==> src/rtl/custom_alphabet_sort_check_macros.svh <==
// ----------------------------------------------------------------------------
// Custom alphabet sort check: assertion macros
// Shared property shorthands for the clocked checks of the block.
// ----------------------------------------------------------------------------
`ifndef CUSTOM_ALPHABET_SORT_CHECK_MACROS_SVH
`define CUSTOM_ALPHABET_SORT_CHECK_MACROS_SVH

// same-cycle implication, disabled in reset
`define CAS_ASSERT_IMP(lbl, ante, cons, msg) \
  lbl: assert property (@(posedge clk) disable iff (rst) (ante) |-> (cons)) else $error(msg);

// next-cycle implication, disabled in reset
`define CAS_ASSERT_NXT(lbl, ante, cons, msg) \
  lbl: assert property (@(posedge clk) disable iff (rst) (ante) |=> (cons)) else $error(msg);

`endif

==> src/rtl/cas_pkg.sv <==
// ----------------------------------------------------------------------------
// Custom alphabet sort check: package
// Widths, register map, reset values and the front-to-back command type.
// ----------------------------------------------------------------------------
`default_nettype none

package cas_pkg;

  localparam int LETTER_W  = 5;
  localparam int RANK_W    = 5;
  localparam int POS_W     = 6;
  localparam int LETTERS   = 26;
  localparam int TABLE_W   = LETTERS * RANK_W;

  localparam logic [POS_W-1:0]  POS_MAX   = 6'd63;
  localparam logic [RANK_W-1:0] RANK_NONE = 5'd31;

  localparam int MAX_WORD_LEN_DEFAULT = 32;

  // command queue between front and back
  localparam int QUEUE_DEPTH = 4;
  localparam int QPTR_W      = $clog2(QUEUE_DEPTH);
  localparam int QCNT_W      = $clog2(QUEUE_DEPTH + 1);

  // configuration port
  localparam int ADDR_W     = 5;
  localparam int DATA_W     = 64;
  localparam int LOW_W      = 60;
  localparam int MID_W      = 60;
  localparam int HIGH_W     = 10;

  localparam logic [1:0] REG_RANK_LOW  = 2'd0;
  localparam logic [1:0] REG_RANK_MID  = 2'd1;
  localparam logic [1:0] REG_RANK_HIGH = 2'd2;

  localparam logic [LOW_W-1:0]  RANK_LOW_RESET  = 60'd407901468851701792;
  localparam logic [MID_W-1:0]  RANK_MID_RESET  = 60'd854193664183384492;
  localparam logic [HIGH_W-1:0] RANK_HIGH_RESET = 10'd824;

  typedef struct packed {
    logic [RANK_W-1:0] rank;
    logic [RANK_W-1:0] prev_rank;
    logic              in_range;    // previous word has a letter here
    logic              have_prev;
    logic              short_word;  // word ends before previous one did
    logic              overflow;
    logic              word_end;    // includes list end
    logic              list_end;
  } cmd_t;

endpackage

`default_nettype wire

==> src/rtl/cas_front.sv <==
// ----------------------------------------------------------------------------
// Custom alphabet sort check: front end
// Ranks each letter, tracks position and previous word length, keeps the
// previous word's ranks in a buffer and issues one command per letter.
// ----------------------------------------------------------------------------
`default_nettype none

module cas_front import cas_pkg::*; #(
  parameter int MAX_WORD_LEN = MAX_WORD_LEN_DEFAULT
) (
  input  logic                clk,
  input  logic                rst,
  input  logic                accept,
  input  logic [LETTER_W-1:0] letter,
  input  logic                word_end,
  input  logic                list_end,
  input  logic [TABLE_W-1:0]  rank_table,
  output logic                cmd_valid,
  output cmd_t                cmd
);

  localparam int AW = (MAX_WORD_LEN > 1) ? $clog2(MAX_WORD_LEN) : 1;
  localparam logic [POS_W-1:0] MAX_POS = POS_W'(MAX_WORD_LEN);

  function automatic logic [RANK_W-1:0] rank_of(input logic [LETTER_W-1:0] code,
                                                input logic [TABLE_W-1:0] tbl);
    logic [RANK_W-1:0] r;
    r = RANK_NONE;
    if (code < LETTER_W'(LETTERS)) begin
      r = tbl[RANK_W*code +: RANK_W];
    end
    return r;
  endfunction

  logic [RANK_W-1:0] buf_mem [MAX_WORD_LEN];

  logic [POS_W-1:0] position;
  logic [POS_W-1:0] previous_length;
  logic             have_previous;

  logic              wend;
  logic              in_buf;
  logic [POS_W-1:0]  cur_len;
  logic [RANK_W-1:0] rank;
  logic [AW-1:0]     addr;

  assign wend    = word_end | list_end;
  assign in_buf  = position < MAX_POS;
  assign cur_len = (position < POS_MAX) ? position + POS_W'(1) : POS_MAX;
  assign rank    = rank_of(letter, rank_table);
  assign addr    = position[AW-1:0];

  always_ff @(posedge clk) begin
    if (rst) begin
      position        <= '0;
      previous_length <= '0;
      have_previous   <= 1'b0;
      cmd_valid       <= 1'b0;
    end else begin
      cmd_valid <= accept;
      if (accept) begin
        if (list_end) begin
          position        <= '0;
          previous_length <= '0;
          have_previous   <= 1'b0;
        end else if (wend) begin
          previous_length <= (cur_len < MAX_POS) ? cur_len : MAX_POS;
          have_previous   <= 1'b1;
          position        <= '0;
        end else begin
          position <= cur_len;
        end
      end
    end
  end

  // read-first: the command carries the previous word's rank at this position
  always_ff @(posedge clk) begin
    if (accept) begin
      if (in_buf) begin
        buf_mem[addr] <= rank;
      end
      cmd.prev_rank  <= buf_mem[addr];
      cmd.rank       <= rank;
      cmd.in_range   <= in_buf && (position < previous_length);
      cmd.have_prev  <= have_previous;
      cmd.short_word <= cur_len < previous_length;
      cmd.overflow   <= !in_buf;
      cmd.word_end   <= wend;
      cmd.list_end   <= list_end;
    end
  end

endmodule

`default_nettype wire

==> src/rtl/cas_queue.sv <==
// ----------------------------------------------------------------------------
// Custom alphabet sort check: command queue
// Short FIFO of letter commands between front end and back end.
// ----------------------------------------------------------------------------
`default_nettype none

module cas_queue import cas_pkg::*; (
  input  logic              clk,
  input  logic              rst,
  input  logic              push,
  input  cmd_t              push_cmd,
  input  logic              pop,
  output cmd_t              head,
  output logic [QCNT_W-1:0] count
);

  cmd_t              slots [QUEUE_DEPTH];
  logic [QPTR_W-1:0] wr_ptr;
  logic [QPTR_W-1:0] rd_ptr;

  assign head = slots[rd_ptr];

  always_ff @(posedge clk) begin
    if (rst) begin
      wr_ptr <= '0;
      rd_ptr <= '0;
      count  <= '0;
    end else begin
      if (push) begin
        wr_ptr <= wr_ptr + QPTR_W'(1);
      end
      if (pop) begin
        rd_ptr <= rd_ptr + QPTR_W'(1);
      end
      count <= count + QCNT_W'(push) - QCNT_W'(pop);
    end
  end

  always_ff @(posedge clk) begin
    if (push) begin
      slots[wr_ptr] <= push_cmd;
    end
  end

endmodule

`default_nettype wire

==> src/rtl/cas_back.sv <==
// ----------------------------------------------------------------------------
// Custom alphabet sort check: back end
// Resolves the order of each word pair letter by letter and buffers the
// per-list verdict in a two-entry result FIFO.
// ----------------------------------------------------------------------------
`default_nettype none

module cas_back import cas_pkg::*; (
  input  logic clk,
  input  logic rst,
  input  logic cmd_ready,
  input  cmd_t cmd,
  output logic cmd_pop,
  input  logic pop,
  output logic empty,
  output logic sorted,
  output logic word_too_long
);

  typedef enum logic [1:0] {ST_EQUAL, ST_LESS, ST_GREATER} pair_status_t;

  pair_status_t pair_status;
  logic         out_of_order;
  logic         overflow_seen;

  pair_status_t status_next;
  logic         ooo_next;
  logic         ovf_next;

  logic       res_sorted [2];
  logic       res_long   [2];
  logic       res_wr;
  logic       res_rd;
  logic [1:0] res_count;
  logic       res_pop;

  assign cmd_pop = cmd_ready && !(cmd.list_end && res_count == 2'd2);
  assign res_pop = pop && !empty;
  assign empty   = res_count == 2'd0;
  assign sorted        = res_sorted[res_rd];
  assign word_too_long = res_long[res_rd];

  always_comb begin
    status_next = pair_status;
    ooo_next    = out_of_order;
    ovf_next    = overflow_seen | cmd.overflow;
    if (cmd.have_prev && pair_status == ST_EQUAL) begin
      if (!cmd.in_range) begin
        status_next = ST_LESS;   // previous word is a prefix of this one
      end else if (cmd.rank < cmd.prev_rank) begin
        status_next = ST_LESS;
      end else if (cmd.rank > cmd.prev_rank) begin
        status_next = ST_GREATER;
        ooo_next    = 1'b1;
      end
    end
    // this word is a proper prefix of the previous one
    if (cmd.word_end && cmd.have_prev && status_next == ST_EQUAL && cmd.short_word) begin
      ooo_next = 1'b1;
    end
  end

  always_ff @(posedge clk) begin
    if (rst) begin
      pair_status   <= ST_EQUAL;
      out_of_order  <= 1'b0;
      overflow_seen <= 1'b0;
      res_wr        <= 1'b0;
      res_rd        <= 1'b0;
      res_count     <= 2'd0;
    end else begin
      if (cmd_pop) begin
        priority if (cmd.list_end) begin
          pair_status   <= ST_EQUAL;
          out_of_order  <= 1'b0;
          overflow_seen <= 1'b0;
        end else if (cmd.word_end) begin
          pair_status   <= ST_EQUAL;
          out_of_order  <= ooo_next;
          overflow_seen <= ovf_next;
        end else begin
          pair_status   <= status_next;
          out_of_order  <= ooo_next;
          overflow_seen <= ovf_next;
        end
      end
      if (cmd_pop && cmd.list_end) begin
        res_wr <= ~res_wr;
      end
      if (res_pop) begin
        res_rd <= ~res_rd;
      end
      res_count <= res_count + 2'(cmd_pop && cmd.list_end) - 2'(res_pop);
    end
  end

  always_ff @(posedge clk) begin
    if (cmd_pop && cmd.list_end) begin
      res_sorted[res_wr] <= !ooo_next && !ovf_next;
      res_long[res_wr]   <= ovf_next;
    end
  end

endmodule

`default_nettype wire

==> src/rtl/custom_alphabet_sort_check.sv <==
// ----------------------------------------------------------------------------
// Custom alphabet sort check
// Checks that a stream of words, one letter per transaction, is in
// non-decreasing order under a programmable 26-letter rank table.
//
//   channel   direction  handshake            payload
//   config    in         psel/penable/pready  paddr, pwdata, prdata
//   letters   in         push / full          letter, word_end, list_end
//   verdict   out        pop / empty          sorted, word_too_long
//
// One letter per cycle while the verdict FIFO has room; front end, queue and
// back end each take one letter per cycle, the front end with one rank buffer
// read and write. A list end is registered in the front end, then queued.
// Synchronous active-high reset; the rank buffer is not cleared.
// full rises only when the command queue backs up behind a full verdict FIFO.
// ----------------------------------------------------------------------------
`default_nettype none

`include "custom_alphabet_sort_check_macros.svh"

module custom_alphabet_sort_check import cas_pkg::*; #(
  parameter int MAX_WORD_LEN = MAX_WORD_LEN_DEFAULT
) (
  input  logic                clk,
  input  logic                rst,
  input  logic                psel,
  input  logic                penable,
  input  logic                pwrite,
  input  logic [ADDR_W-1:0]   paddr,
  input  logic [DATA_W-1:0]   pwdata,
  output logic [DATA_W-1:0]   prdata,
  output logic                pready,
  input  logic                push,
  output logic                full,
  input  logic [LETTER_W-1:0] letter,
  input  logic                word_end,
  input  logic                list_end,
  output logic                empty,
  input  logic                pop,
  output logic                sorted,
  output logic                word_too_long
);

  logic [LOW_W-1:0]  rank_table_low;
  logic [MID_W-1:0]  rank_table_mid;
  logic [HIGH_W-1:0] rank_table_high;

  logic [1:0]        reg_index;
  logic              cfg_write;
  logic              accept;
  logic              cmd_valid;
  cmd_t              cmd;
  cmd_t              head;
  logic [QCNT_W-1:0] q_count;
  logic              q_pop;

  assign pready    = 1'b1;
  assign reg_index = paddr[4:3];
  assign cfg_write = psel && penable && pwrite && pready;

  always_ff @(posedge clk) begin
    if (rst) begin
      rank_table_low  <= RANK_LOW_RESET;
      rank_table_mid  <= RANK_MID_RESET;
      rank_table_high <= RANK_HIGH_RESET;
    end else if (cfg_write) begin
      unique case (reg_index)
        REG_RANK_LOW:  rank_table_low  <= pwdata[LOW_W-1:0];
        REG_RANK_MID:  rank_table_mid  <= pwdata[MID_W-1:0];
        REG_RANK_HIGH: rank_table_high <= pwdata[HIGH_W-1:0];
        default:       ;
      endcase
    end
  end

  always_comb begin
    unique case (reg_index)
      REG_RANK_LOW:  prdata = DATA_W'(rank_table_low);
      REG_RANK_MID:  prdata = DATA_W'(rank_table_mid);
      REG_RANK_HIGH: prdata = DATA_W'(rank_table_high);
      default:       prdata = '0;
    endcase
  end

  // room for the letter in flight plus the one being accepted
  assign full   = (q_count + QCNT_W'(cmd_valid)) >= QCNT_W'(QUEUE_DEPTH);
  assign accept = push && !full;

  cas_front #(
    .MAX_WORD_LEN(MAX_WORD_LEN)
  ) u_front (
    .clk        (clk),
    .rst        (rst),
    .accept     (accept),
    .letter     (letter),
    .word_end   (word_end),
    .list_end   (list_end),
    .rank_table ({rank_table_high, rank_table_mid, rank_table_low}),
    .cmd_valid  (cmd_valid),
    .cmd        (cmd)
  );

  cas_queue u_queue (
    .clk      (clk),
    .rst      (rst),
    .push     (cmd_valid),
    .push_cmd (cmd),
    .pop      (q_pop),
    .head     (head),
    .count    (q_count)
  );

  cas_back u_back (
    .clk           (clk),
    .rst           (rst),
    .cmd_ready     (q_count != '0),
    .cmd           (head),
    .cmd_pop       (q_pop),
    .pop           (pop),
    .empty         (empty),
    .sorted        (sorted),
    .word_too_long (word_too_long)
  );

  `CAS_ASSERT_IMP(a_queue_bound, 1'b1, (q_count + QCNT_W'(cmd_valid)) <= QCNT_W'(QUEUE_DEPTH), "command queue overrun")
  `CAS_ASSERT_IMP(a_pop_nonempty, q_pop, q_count != '0, "back end popped an empty queue")
  `CAS_ASSERT_IMP(a_long_not_sorted, !empty && word_too_long, !sorted, "overlong word reported sorted")
  `CAS_ASSERT_NXT(a_accept_issues, accept, cmd_valid, "accepted letter issued no command")

endmodule

`default_nettype wire
==> config.mk <==
export PLATFORM = sky130hd
export DESIGN_NAME = custom_alphabet_sort_check
export DESIGN_NICKNAME = d
export VERILOG_FILES = /design/src/rtl/cas_pkg.sv /design/src/rtl/cas_front.sv /design/src/rtl/cas_queue.sv /design/src/rtl/cas_back.sv /design/src/rtl/custom_alphabet_sort_check.sv
export VERILOG_INCLUDE_DIRS = /design/src /design/src/rtl
export SDC_FILE = /design/constraint.sdc
export NUM_CORES = 1
export LEC_CHECK = 0
export BUFFER_PORTS_ARGS = -buffer_cell sky130_fd_sc_hd__buf_2
export CAP_MARGIN = 20
export CORE_MARGIN = 2
export CORE_UTILIZATION = 30
export CTS_CLUSTER_DIAMETER = 100
export DETAILED_ROUTE_END_ITERATION = 8
export PLACE_DENSITY = 0.47
export SKIP_LAST_GASP = 1
export SYNTH_ARGS = -nofsm -noshare
export SYNTH_HDL_FRONTEND = slang
export SYNTH_SLANG_ARGS = --single-unit
==> constraint.sdc <==
create_clock -name clk -period 3.15 [get_ports clk]
set_input_delay 0.1575 -clock clk [delete_from_list [all_inputs] [get_ports clk]]
set_output_delay 0.1575 -clock clk [all_outputs]
set_load 0.02 [all_outputs]
* Word level (Yosys, flattened, before mapping)
Memories as Yosys holds them, arrays and structs flattened. A register that Yosys moved wholly into a read port is not among the register bits. Cells that the tools add are included.
Storage, ports and cells: register bits after elaboration 170, memory bits (writable) 228, word-level logic and storage cells 117, memories kept 4
Cells by class: add/sub/neg operators 7, multiply operators 1, magnitude comparators 9, equality and inequality tests 3, shifts and indexed selects 1, mux-type cells 36, bitwise logic cells 4, reduce and logical (&&, ||, !) cells 29
Memory list:
- u_front.buf_mem | depth 32, bits a word 5, read ports 1, clocked after Yosys merged registers in 1, write ports 1, RTL line cas_front.sv:35 | logic [RANK_W-1:0] buf_mem [MAX_WORD_LEN];
- u_queue.slots | depth 4, bits a word 16, read ports 1, clocked after Yosys merged registers in 1, write ports 1, RTL line cas_queue.sv:17 | cmd_t slots [QUEUE_DEPTH];
- u_back.res_long | depth 2, bits a word 1, read ports 1, clocked after Yosys merged registers in 1, write ports 1, RTL line cas_back.sv:31 | logic res_long [2];
- u_back.res_sorted | depth 2, bits a word 1, read ports 1, clocked after Yosys merged registers in 1, write ports 1, RTL line cas_back.sv:30 | logic res_sorted [2];
Operator list (count):
- 60-bit one-hot mux with 3 select lines | 1
- 130-bit by 9-bit indexed part select with 5-bit output | 1
- 6-bit two-way mux | 6
- 1-bit two-way mux | 20
- 6-bit < comparator, second input constant | 3
- 2-bit two-way mux | 8
- 1-bit logical AND | 13
- 6-bit < comparator | 2
- 2-bit logical NOT | 4
- 3-bit by 5-bit multiplier with 8-bit output, first input constant | 1
- 2-bit AND reduction | 4
- 6-bit by 1-bit adder with 6-bit output, second input constant | 1
- 1-bit logical NOT | 6
- 5-bit > comparator | 1
- 5-bit < comparator | 1
- 5-bit < comparator, second input constant | 1
- 5-bit two-way mux | 1
- 2-bit by 1-bit adder with 2-bit output, second input constant | 2
- 2-bit equality test, second input constant | 2
- 3-bit by 1-bit adder with 3-bit output | 1
- 3-bit >= comparator, second input constant | 1
- 3-bit nonzero test | 1
- 3-bit by 1-bit subtractor with 3-bit output | 1
- 2-bit by 1-bit adder with 2-bit output | 1
- other kinds (5) | 7

* Longest topological paths before layout
Gate-level depths: netlist (run 1).
depth in word-level cells 11, gate-level depth with buffers 11, gate-level depth less buffers 10

* By module
Synthesis (run 1) repeated with hierarchy kept, for this count alone.
Unflattened totals: cell total of the unflattened synthesis 1454, area total of the unflattened synthesis 18614.1 um2
By module, submodules not included:
- cas_front | instances 1, cells each 570, area an instance 8754.6 um2
- custom_alphabet_sort_check | instances 1, cells each 684, area an instance 6344.8 um2
- cas_queue | instances 1, cells each 124, area an instance 2773.9 um2
- cas_back | instances 1, cells each 76, area an instance 740.7 um2

* Worst setup path before layout (run 1)
Ideal clock, no wire load.
path kind register to register, start register with a tool-made name, end register u_back.pair_status[1], arrival 2.681 ns, path slack 0.383 ns, stages on the path, launching flop included 10, path buffers 2, clock period less this slack 2.767 ns, path through dfxtp_1 -> buf_6 -> buf_2 -> mux4_2 -> ha_1 -> and3_1 -> and3_1 -> nand2b_1 -> or4_1 -> a221oi_2
RTL lines:
- to (signal assigned) | RTL line cas_back.sv:82 | pair_status <= status_next;
- to (decl) | RTL line cas_back.sv:22 | pair_status_t pair_status;

==> flow_metrics.env, run 1 <==
export IMPL_antenna_found_initial=5
export IMPL_post_route_util_pct=36.9
export IMPL_ff2ff_path_depth=8
export IMPL_die_width_microns=247
export IMPL_post_cts_buffers=0
export IMPL_fin_crit_sh_pct=87.6
export IMPL_fill_cells=5685
export IMPL_firstDrtPassIters=7
export IMPL_worstMarginPinSlew_ps=945
export IMPL_rows=88
export IMPL_track_usage_pct=15.6
export IMPL_final_common_cell="nand2_1"
export IMPL_post_route_cell_area_sq_mm=0.0213
export IMPL_p_leak_nw=7.73
export IMPL_multi_input_area_sq_mm=0.00663
export IMPL_worstSkewPairLatency_ps=570
export IMPL_cts_buffers=46
export IMPL_io_pins=152
export IMPL_finalSetupViolCount=0
export IMPL_rr_endpoint="u_back.res_sorted[1]"
export IMPL_io_buffers=139
export IMPL_grt_pass1_vias=11748
export IMPL_finalClockSkew_ps=17.0
export IMPL_status="complete, no violations"
export IMPL_layout_nets=1735
export IMPL_slew_viol_final=0
export IMPL_postRouteAntennaNets=0
export IMPL_cp_required_ps=3430
export IMPL_synth_enable_flop_cells=244
export IMPL_vias=11841
export IMPL_grt_overflow=0
export IMPL_synth_main_ff_cell="edfxtp_1"
export IMPL_r2r_slack_ps=390
export IMPL_finalNonFillerCells=2424
export IMPL_cts_buffer_depth=3
export IMPL_hold_path_class="input pin to flop"
export IMPL_hold_viol=0
export IMPL_grt_start_max_net_pins=64
export IMPL_routedWlPerCell_microns=19.6
export IMPL_cts_root_buf="clkbuf_16"
export IMPL_dpl_cell_area_sq_mm=0.0193
export IMPL_min_to="u_back.res_rd"
export IMPL_dp_cells=2278
export IMPL_synth_seq_cells=406
export IMPL_place_congestion=0.760
export IMPL_yosysSeqAreaShare_pct=59.9
export IMPL_htreeDepth=2
export IMPL_avgViaCountPerCell=4.88
export IMPL_syn_inst=1431
export IMPL_drc=0
export IMPL_worstSetupEndpointType="flop"
export IMPL_syn_area_per_cell_sq_um=12.3
export IMPL_yosysWarnings=0
export IMPL_wl_microns=47400
export IMPL_core_sq_mm=0.0579
export IMPL_fmax_mhz=362
export IMPL_drv_cap=0
export IMPL_drive_above_1_share_pct=21.8
export IMPL_cts_sinks=406
export IMPL_synth_area_sq_mm=0.0177
export IMPL_synth_cell_types=48
export IMPL_clk_pin_slew_ps=60
export IMPL_hold_start="pop"
export IMPL_fp_dieH_microns=247
export IMPL_rsz0062_at_grt="false"
export IMPL_cp_start_kind="flop"
export IMPL_synthArstFlopShare_pct=0
export IMPL_dieArea_sq_mm=0.0608
export IMPL_path_class="flop to flop"
export IMPL_power_density_mw_per_mm2=609
export IMPL_cts_tree="yes"
export IMPL_min_path_cells=4
export IMPL_drt_iter0_markers=847
export IMPL_ir_worst_vdd_v=0.000348
export IMPL_tns_ps=0
export IMPL_whs_ps=94.2
export IMPL_dp_hpwl_microns=31100
export IMPL_slew_headroom_pct=37.0
export IMPL_grt_first_pass_wirelength_microns=72500
export IMPL_path_max_fanout=8
export IMPL_finalCriticalPeriod_ps=2760
export IMPL_start_util_pct=30.5
export IMPL_worstPathArrival_ps=3040
export IMPL_areaGrowthSynthToFinish_pct=20.9
export IMPL_final_cell_mix="nand2_1 (267), edfxtp_1 (244), dfxtp_1 (159)"
export IMPL_area_sequential_sq_mm=0.0106
[power by group]
part | internal (mW) | switching [mW] | total, mW | leakage [nW]
Clock | 2.96 | 2.14 | 5.10 | 0.713
Sequential | 5.95 | 0.147 | 6.09 | 3.52
Combinational | 0.799 | 1.02 | 1.82 | 3.50
[flip-flops by register name, summed over array words and instances, names as in the netlist, 3 cells and up, named ones only]
name	flops
u_front.buf_mem	160
u_queue.slots	64
u_front.cmd	16
rank_table_mid	60
u_queue.count	3
rank_table_low	60
u_front.position	6
u_front.previous_length	6
rank_table_high	10
[area by class of cell]
type                            count  share of cell area [%]
Clock buffer                       52                    5.60
Antenna cell                        1                  0.0117
Inverter                           22                   0.387
Timing Repair Buffer              241                    7.83
Tap cell                          765                    4.48
Clock inverter                     31                    1.09
Multi-Input combinational cell    906                    31.1
Sequential cell                   406                    49.5
[logic make-up after synthesis]
family,synth area share [%]
and+or+nand+nor,13.3
DFF,59.9
other,0.0425
buffers and inverters,2.84
AOI/OAI and AO/OA,5.70
adders and majority gates,2.05
xor gates and xnor gates,0.446
muxes,15.8
[layer usage]
metal | vias up | wire, microns | GRT usage, %
met5 | - | 25 | 0
met4 | 4 | 1050 | 4.77
met3 | 71 | 2140 | 2.55
met2 | 245 | 21600 | 24.2
met1 | 5970 | 22500 | 22.2
li1 | 5551 | - | -
[metrics by stage]
step | setup slack (ps) | total power [mW]
after floorplan | 383 | 7.36
after global placement | 121 | 7.96
after detailed placement | 25.6 | 7.99
after CTS | 12.3 | 13.2
after global routing | 145 | 13.6
final | 391 | 13.0
[worst max path at each step]
stage,to,cells after the start,slack [ps],from
after floorplan,u_back.pair_status[1],9,380,flop
after global placement,u_back.res_sorted[1],8,120,flop
after detailed placement,u_back.res_sorted[1],8,30,flop
after CTS,u_back.res_sorted[1],8,10,flop
after global routing,u_back.res_sorted[0],8,140,flop
final,u_back.res_sorted[1],8,390,flop
[cell usage after synthesis, types with 2 or more instances]
cell type  count  area share, %
buf_4          5           0.21
buf_1         10           0.21
and3_1         4           0.14
nor3b_1        3           0.13
edfxtp_1     244             41
a2111oi_0      2          0.099
a31oi_1        2          0.071
nand3b_1      50            2.1
nand3_1        6           0.17
dfxtp_1      162             18
o22ai_1        5           0.18
a21oi_1       88            2.5
and2_1        10           0.35
a311oi_1       2          0.099
xnor2_1        6           0.30
o21ai_0       15           0.43
or2_2          4           0.14
a22oi_1       28            1.2
a21o_1         4           0.17
nor2b_1       17           0.60
or3_1          3           0.11
xor2_1         3           0.15
a211o_1        5           0.25
a211oi_1       2          0.085
clkbuf_1      70            1.5
mux4_1         4           0.60
mux2i_1       78            4.4
nor3_1         7           0.20
nand2b_1      11           0.39
conb_1         2          0.043
inv_1         22           0.47
nand2_1      268            5.7
buf_2         14           0.40
ha_1          29            2.1
mux2_2        15           0.96
a221oi_1       6           0.30
nor2_1       129            2.7
mux4_2        77            9.8
nand4_1        7           0.25
o21bai_1       2          0.085
o21a_1         3           0.13
[timing repair]
action | 4_1_cts | 5_1_grt
setup endpoints to repair | 0 | 3
gates resized for setup | 0 | 2
hold buffers | 62 | 0
hold endpoints to repair | 133 | 0
[critical path, stage by stage, from the launching register on]
cell and delay [ps]:
dfxtp_2 490, buf_4 170, mux4_2 490, ha_1 300, nor2b_1 130, o21a_1 110
o21ai_0 120, a2111oi_1 570, nor3_1 120
Note: power is estimated with default switching activity, not from simulation.
==> inputs of run 2 (changes only) <==
--- a/config.mk
+++ b/config.mk
@@ -9,10 +9,11 @@
 export BUFFER_PORTS_ARGS = -buffer_cell sky130_fd_sc_hd__buf_2
 export CAP_MARGIN = 20
 export CORE_MARGIN = 2
-export CORE_UTILIZATION = 30
+export CORE_UTILIZATION = 55
 export CTS_CLUSTER_DIAMETER = 100
+export CTS_CLUSTER_SIZE = 8
 export DETAILED_ROUTE_END_ITERATION = 8
-export PLACE_DENSITY = 0.47
+export PLACE_DENSITY = 0.75
 export SKIP_LAST_GASP = 1
 export SYNTH_ARGS = -nofsm -noshare
 export SYNTH_HDL_FRONTEND = slang
==> run 2 against run 1 <==
Effect of this change:
- sequential share of layout area increased by 0.76 points
- clock skew decreased by 3.1 ps
- cell count decreased by 15%
==> flow_metrics.env, run 2 (same netlist as run 1, synthesis figures left out) <==
export IMPL_slew_viol_final=0
export IMPL_areaGrowthSynthToFinish_pct=19.0
export IMPL_worstSetupEndpointType="flop"
export IMPL_cts_buffer_depth=3
export IMPL_dieArea_sq_mm=0.0336
export IMPL_worstMarginPinSlew_ps=1010
export IMPL_cp_required_ps=3420
export IMPL_track_usage_pct=25.0
export IMPL_ir_worst_vdd_v=0.000442
export IMPL_cts_root_buf="clkbuf_16"
export IMPL_ctsResizeCount=0
export IMPL_swShare_pct=24.3
export IMPL_top_register="u_front.buf_mem"
export IMPL_status="complete, no violations"
export IMPL_htreeDepth=2
export IMPL_worstPathArrival_ps=3130
export IMPL_fin_crit_sh_pct=90.9
export IMPL_hold_path_class="input pin to flop"
export IMPL_io_buffers=139
export IMPL_power_mw=13.3
export IMPL_postRouteAntennaNets=0
export IMPL_intPower_mw=10.1
export IMPL_antenna_found_initial=2
export IMPL_wirelength_met1_microns=17300
export IMPL_dr_wl_met3_microns=2830
export IMPL_vias=12174
export IMPL_clk_pin_slew_ps=50
export IMPL_rows=65
export IMPL_final_common_cell="nand2_1"
export IMPL_rsz0062_at_grt="false"
export IMPL_r2r_slack_ps=290
export IMPL_grt_pass1_vias=12268
export IMPL_finalClockSkew_ps=13.9
export IMPL_firstDrtPassIters=7
export IMPL_grt_first_pass_wirelength_microns=65900
export IMPL_path_max_fanout=11
export IMPL_drc=0
export IMPL_drv_cap=0
export IMPL_grt_overflow=0
export IMPL_route_met2_wl_microns=20300
export IMPL_top_layer="met4"
export IMPL_top_regs="u_front.buf_mem x160, u_queue.slots x64"
export IMPL_core_sq_mm=0.0316
export IMPL_fp_dieH_microns=183
export IMPL_finalSetupViolCount=0
export IMPL_hold_viol=0
export IMPL_path_class="flop to flop"
export IMPL_layout_nets=1738
export IMPL_cp_start_kind="flop"
export IMPL_avgViaCountPerCell=5.89
export IMPL_finalCriticalPeriod_ps=2860
export IMPL_whs_ps=85.7
export IMPL_slew_headroom_pct=32.5
export IMPL_cts_buffers=56
export IMPL_grt_start_max_net_pins=61
export IMPL_p_leak_nw=7.75
export IMPL_p_comb_share_pct=13.2
export IMPL_io_pins=152
export IMPL_tns_ps=0
export IMPL_start_util_pct=56.0
export IMPL_die_width_microns=183
export IMPL_hold_start="rst"
export IMPL_worstSkewPairLatency_ps=560
export IMPL_dp_cells=1908
export IMPL_power_frac_seq_pct=45.6
export IMPL_cts_sinks=406
export IMPL_switchingPower_mw=3.24
export IMPL_power_density_mw_per_mm2=635
export IMPL_place_congestion=0.853
export IMPL_drt_iter0_markers=1108
export IMPL_finalNonFillerCells=2067
export IMPL_clkPwrFrac_pct=41.2
export IMPL_cts_tree="yes"
export IMPL_wl_microns=41600
export IMPL_drive_above_1_share_pct=20.7
export IMPL_final_cell_mix="nand2_1 (267), edfxtp_1 (244), dfxtp_1 (160)"
export IMPL_largest_reg_flops=160
export IMPL_dp_hpwl_microns=26100
export IMPL_routedWlPerCell_microns=20.1
export IMPL_fmax_mhz=349
[run 2: cell count changes in the layout (fill, tap and decap cells not counted), sizes merged]
cell	previous run	this run
buf	179	172
bufinv	3	0
clkbuf	52	94
clkinv	26	1
clkinvlp	1	0
diode	1	2
inv	23	22
[run 2: area by class of cell]
| class | instances | area [sq um] |
|---|---|---|
| clock inverters | 1 | 16.3 |
| inverters | 22 | 82.6 |
| diodes | 2 | 5.00 |
| well taps | 402 | 503 |
| flip-flops and latches | 406 | 10600 |
| fillers | 2234 | 10500 |
| multi-input cells | 906 | 6640 |
| repair buffers | 234 | 1610 |
| clock buffers | 94 | 1600 |
[run 2: routing by layer]
metal	global-route usage (%)	vias to the layer above
met1	34.1	6010
met3	4.17	94
met5	0	-
met2	41.0	509
met4	8.64	0
li1	-	5561
[run 2: what timing repair did]
action / in CTS / in global routing
setup buffers: 0 / 0
hold buffers: 62 / 0
endpoints found under the hold margin: 132 / 0
[run 2: power groups by stage]
stage | sequential (mW) | clock, mW | combinational [mW]
after global routing | 6.11 | 5.78 | 1.95
final | 6.09 | 5.49 | 1.77
after global placement | 6.17 | 0 | 1.66
after floorplan | 6.14 | 0 | 1.22
after CTS | 6.09 | 5.56 | 1.77
after detailed placement | 6.18 | 0 | 1.70
[run 2: final timing paths]
path              cells after the start                   end
setup / recovery                      8  u_back.res_sorted[1]
hold / removal                        2      u_queue.count[1]
setup reg to reg                      8  u_back.res_sorted[1]
hold reg to reg                       0        u_front.cmd[4]
[run 2: stage by stage]
step                area, sq um  utilization [%]  setup slack [ps]
floorplan                 17700                -               383
global placement          18800             59.5               367
detailed placement        18800             59.5               336
CTS                       21000             66.6               274
global route              21000             66.6              97.4
finish                    21000             66.6               288
[run 2: worst max-delay path: stages (launching register included)]
cell       delay, ps
dfxtp_1          300
buf_4            230
mux4_2           520
ha_1             320
and3_1           200
o21a_1           130
o21ai_0          120
a2111oi_0        640
nor3_1           120
==> inputs of run 3 (changes only) <==
--- a/config.mk
+++ b/config.mk
@@ -13,6 +13,7 @@
 export CTS_CLUSTER_DIAMETER = 100
 export CTS_CLUSTER_SIZE = 8
 export DETAILED_ROUTE_END_ITERATION = 8
+export GPL_TIMING_DRIVEN = 0
 export PLACE_DENSITY = 0.75
 export SKIP_LAST_GASP = 1
 export SYNTH_ARGS = -nofsm -noshare
==> constraint.sdc (replaced) <==
create_clock -name clk -period 3.7 [get_ports clk]
set_input_delay 0.185 -clock clk [delete_from_list [all_inputs] [get_ports clk]]
set_output_delay 0.185 -clock clk [all_outputs]
set_load 0.02 [all_outputs]
==> run 3 against run 2 <==
Effect of this change:
- total power down 15%
- cell area up 0.37%
- setup slack worse by 73 ps
- maximum frequency down 18%
- utilization up 0.25 points
- global-route usage up 3.0 points
- clock power down 17%
- die area unchanged
- register-to-register slack worse by 70 ps
- routed wire length up 12%
- first-iteration DRC count up 15%
- sequential power down 15%
- critical path type unchanged
- critical endpoint unchanged
==> flow_metrics.env, run 3 (same netlist as run 1, synthesis figures left out) <==
export IMPL_status="complete, no violations"
export IMPL_post_route_util_pct=66.9
export IMPL_worstSetupEndpointType="flop"
export IMPL_rows=65
export IMPL_whs_ps=130
export IMPL_worstPathArrival_ps=3750
export IMPL_grt_start_max_net_pins=26
export IMPL_core_sq_mm=0.0316
export IMPL_postRouteAntennaNets=0
export IMPL_tns_ps=0
export IMPL_n_antenna_cell=0
export IMPL_cts_hold_buffers=62
export IMPL_min_path_cells=4
export IMPL_finalSetupViolCount=0
export IMPL_top_regs="u_front.buf_mem x160, u_queue.slots x64"
export IMPL_finalClockSkew_ps=26.6
export IMPL_finalNonFillerCells=2120
export IMPL_grt_pass1_vias=12674
export IMPL_power_frac_seq_pct=45.8
export IMPL_wl_microns=46600
export IMPL_routedWlPerCell_microns=22.0
export IMPL_cts_buffer_depth=3
export IMPL_slew_headroom_pct=34.8
export IMPL_die_width_microns=183
export IMPL_layout_nets=1804
export IMPL_clk_pin_slew_ps=50
export IMPL_firstDrtPassIters=5
export IMPL_drc=0
export IMPL_finalCriticalPeriod_ps=3480
export IMPL_dieArea_sq_mm=0.0336
export IMPL_cts_tree="yes"
export IMPL_clkPwrFrac_pct=40.4
export IMPL_drv_cap=0
export IMPL_cts_sinks=406
export IMPL_ff2ff_path_depth=9
export IMPL_power_density_mw_per_mm2=535
export IMPL_start_util_pct=56.0
export IMPL_antenna_found_initial=0
export IMPL_io_pins=152
export IMPL_worstSkewPairLatency_ps=570
export IMPL_worstMarginPinSlew_ps=978
export IMPL_track_usage_pct=27.9
export IMPL_post_cts_buffers=0
export IMPL_cts_buffers=56
export IMPL_place_congestion=0.949
export IMPL_top_register="u_front.buf_mem"
export IMPL_dp_hpwl_microns=31600
export IMPL_avgViaCountPerCell=6.05
export IMPL_ctsResizeCount=0
export IMPL_hold_viol=0
export IMPL_switchingPower_mw=2.79
export IMPL_slew_viol_final=0
export IMPL_fin_crit_sh_pct=94.2
export IMPL_cp_required_ps=3960
export IMPL_drive_above_1_share_pct=18.8
export IMPL_p_leak_nw=7.75
export IMPL_htreeDepth=2
export IMPL_dp_cells=1974
export IMPL_cp_start_kind="flop"
export IMPL_grt_first_pass_wirelength_microns=71500
export IMPL_fmax_mhz=287
export IMPL_rsz0062_at_grt="false"
export IMPL_grt_overflow=0
export IMPL_final_common_cell="nand2_1"
export IMPL_path_class="flop to flop"
export IMPL_fp_dieH_microns=183
export IMPL_vias=12833
export IMPL_drt_iter0_markers=1271
export IMPL_swShare_pct=24.7
export IMPL_path_max_fanout=10
export IMPL_p_comb_share_pct=13.8
export IMPL_largest_reg_flops=160
export IMPL_cts_root_buf="clkbuf_16"
export IMPL_io_buffers=133
export IMPL_intPower_mw=8.51
export IMPL_areaGrowthSynthToFinish_pct=19.5
export IMPL_ir_worst_vdd_v=0.000363
export IMPL_final_cell_mix="nand2_1 (268), edfxtp_1 (244), dfxtp_1 (162)"
export IMPL_hold_path_class="input pin to flop"
run 3: cell types whose count changed in the layout (fill, tap and decap cells not counted), sizes merged:
cell	delta
buf	-4
clkbuf	+58
clkinv	-1
diode	-2
inv	+2
run 3: path summary, 6_finish.rpt:
| check | startpoint | endpoint | slack, ps |
|---|---|---|---|
| max | flop | u_back.res_sorted[1] | 220 |
| min | pop | u_back.res_rd | 130 |
| max reg2reg | flop | u_back.res_sorted[1] | 220 |
| min reg2reg | u_front.previous_length[3] | u_front.previous_length[3] | 450 |
run 3: layout make-up:
cell class	count	area (sq um)
multi-input combinational	906	6620
inverter	22	82.6
buffer	100	419
timing repair buffer	200	1360
clock inverter	2	17.5
clock buffer	82	1530
sequential	406	10600
tap	402	503
fill	2265	10500
run 3: critical path: stages (launching register included):
cell and delay (ps):
dfxtp_1 300, clkbuf_1 330, clkbuf_1 520, mux4_2 400
ha_1 330, and3_1 190, o21a_1 120, o21ai_0 150
a2111oi_0 730, nor3_1 140
run 3: power groups by stage:
| stage | combinational (mW) | sequential (mW) | clock, mW |
|---|---|---|---|
| final | 1.56 | 5.18 | 4.56 |
| after global routing | 1.70 | 5.19 | 4.78 |
| after CTS | 1.55 | 5.17 | 4.60 |
| after detailed placement | 1.50 | 5.26 | 0 |
| after global placement | 1.43 | 5.25 | 0 |
| after floorplan | 1.04 | 5.22 | 0 |
run 3: through the flow:
stage | area, sq um | setup WS (ps) | power (mW)
after global routing | 21100 | 12.0 | 11.7
after CTS | 21100 | 166 | 11.3
final | 21100 | 215 | 11.3
after detailed placement | 18900 | 160 | 6.75
after global placement | 18800 | -694 | 6.68
after floorplan | 17700 | 933 | 6.26
run 3: routing by layer:
layer / GRT usage [%] / share of wire (%)
met4: 10.0 / 3.6
met1: 39.4 / 41
met3: 4.79 / 9.3
met5: 0 / 0
met2: 44.1 / 46
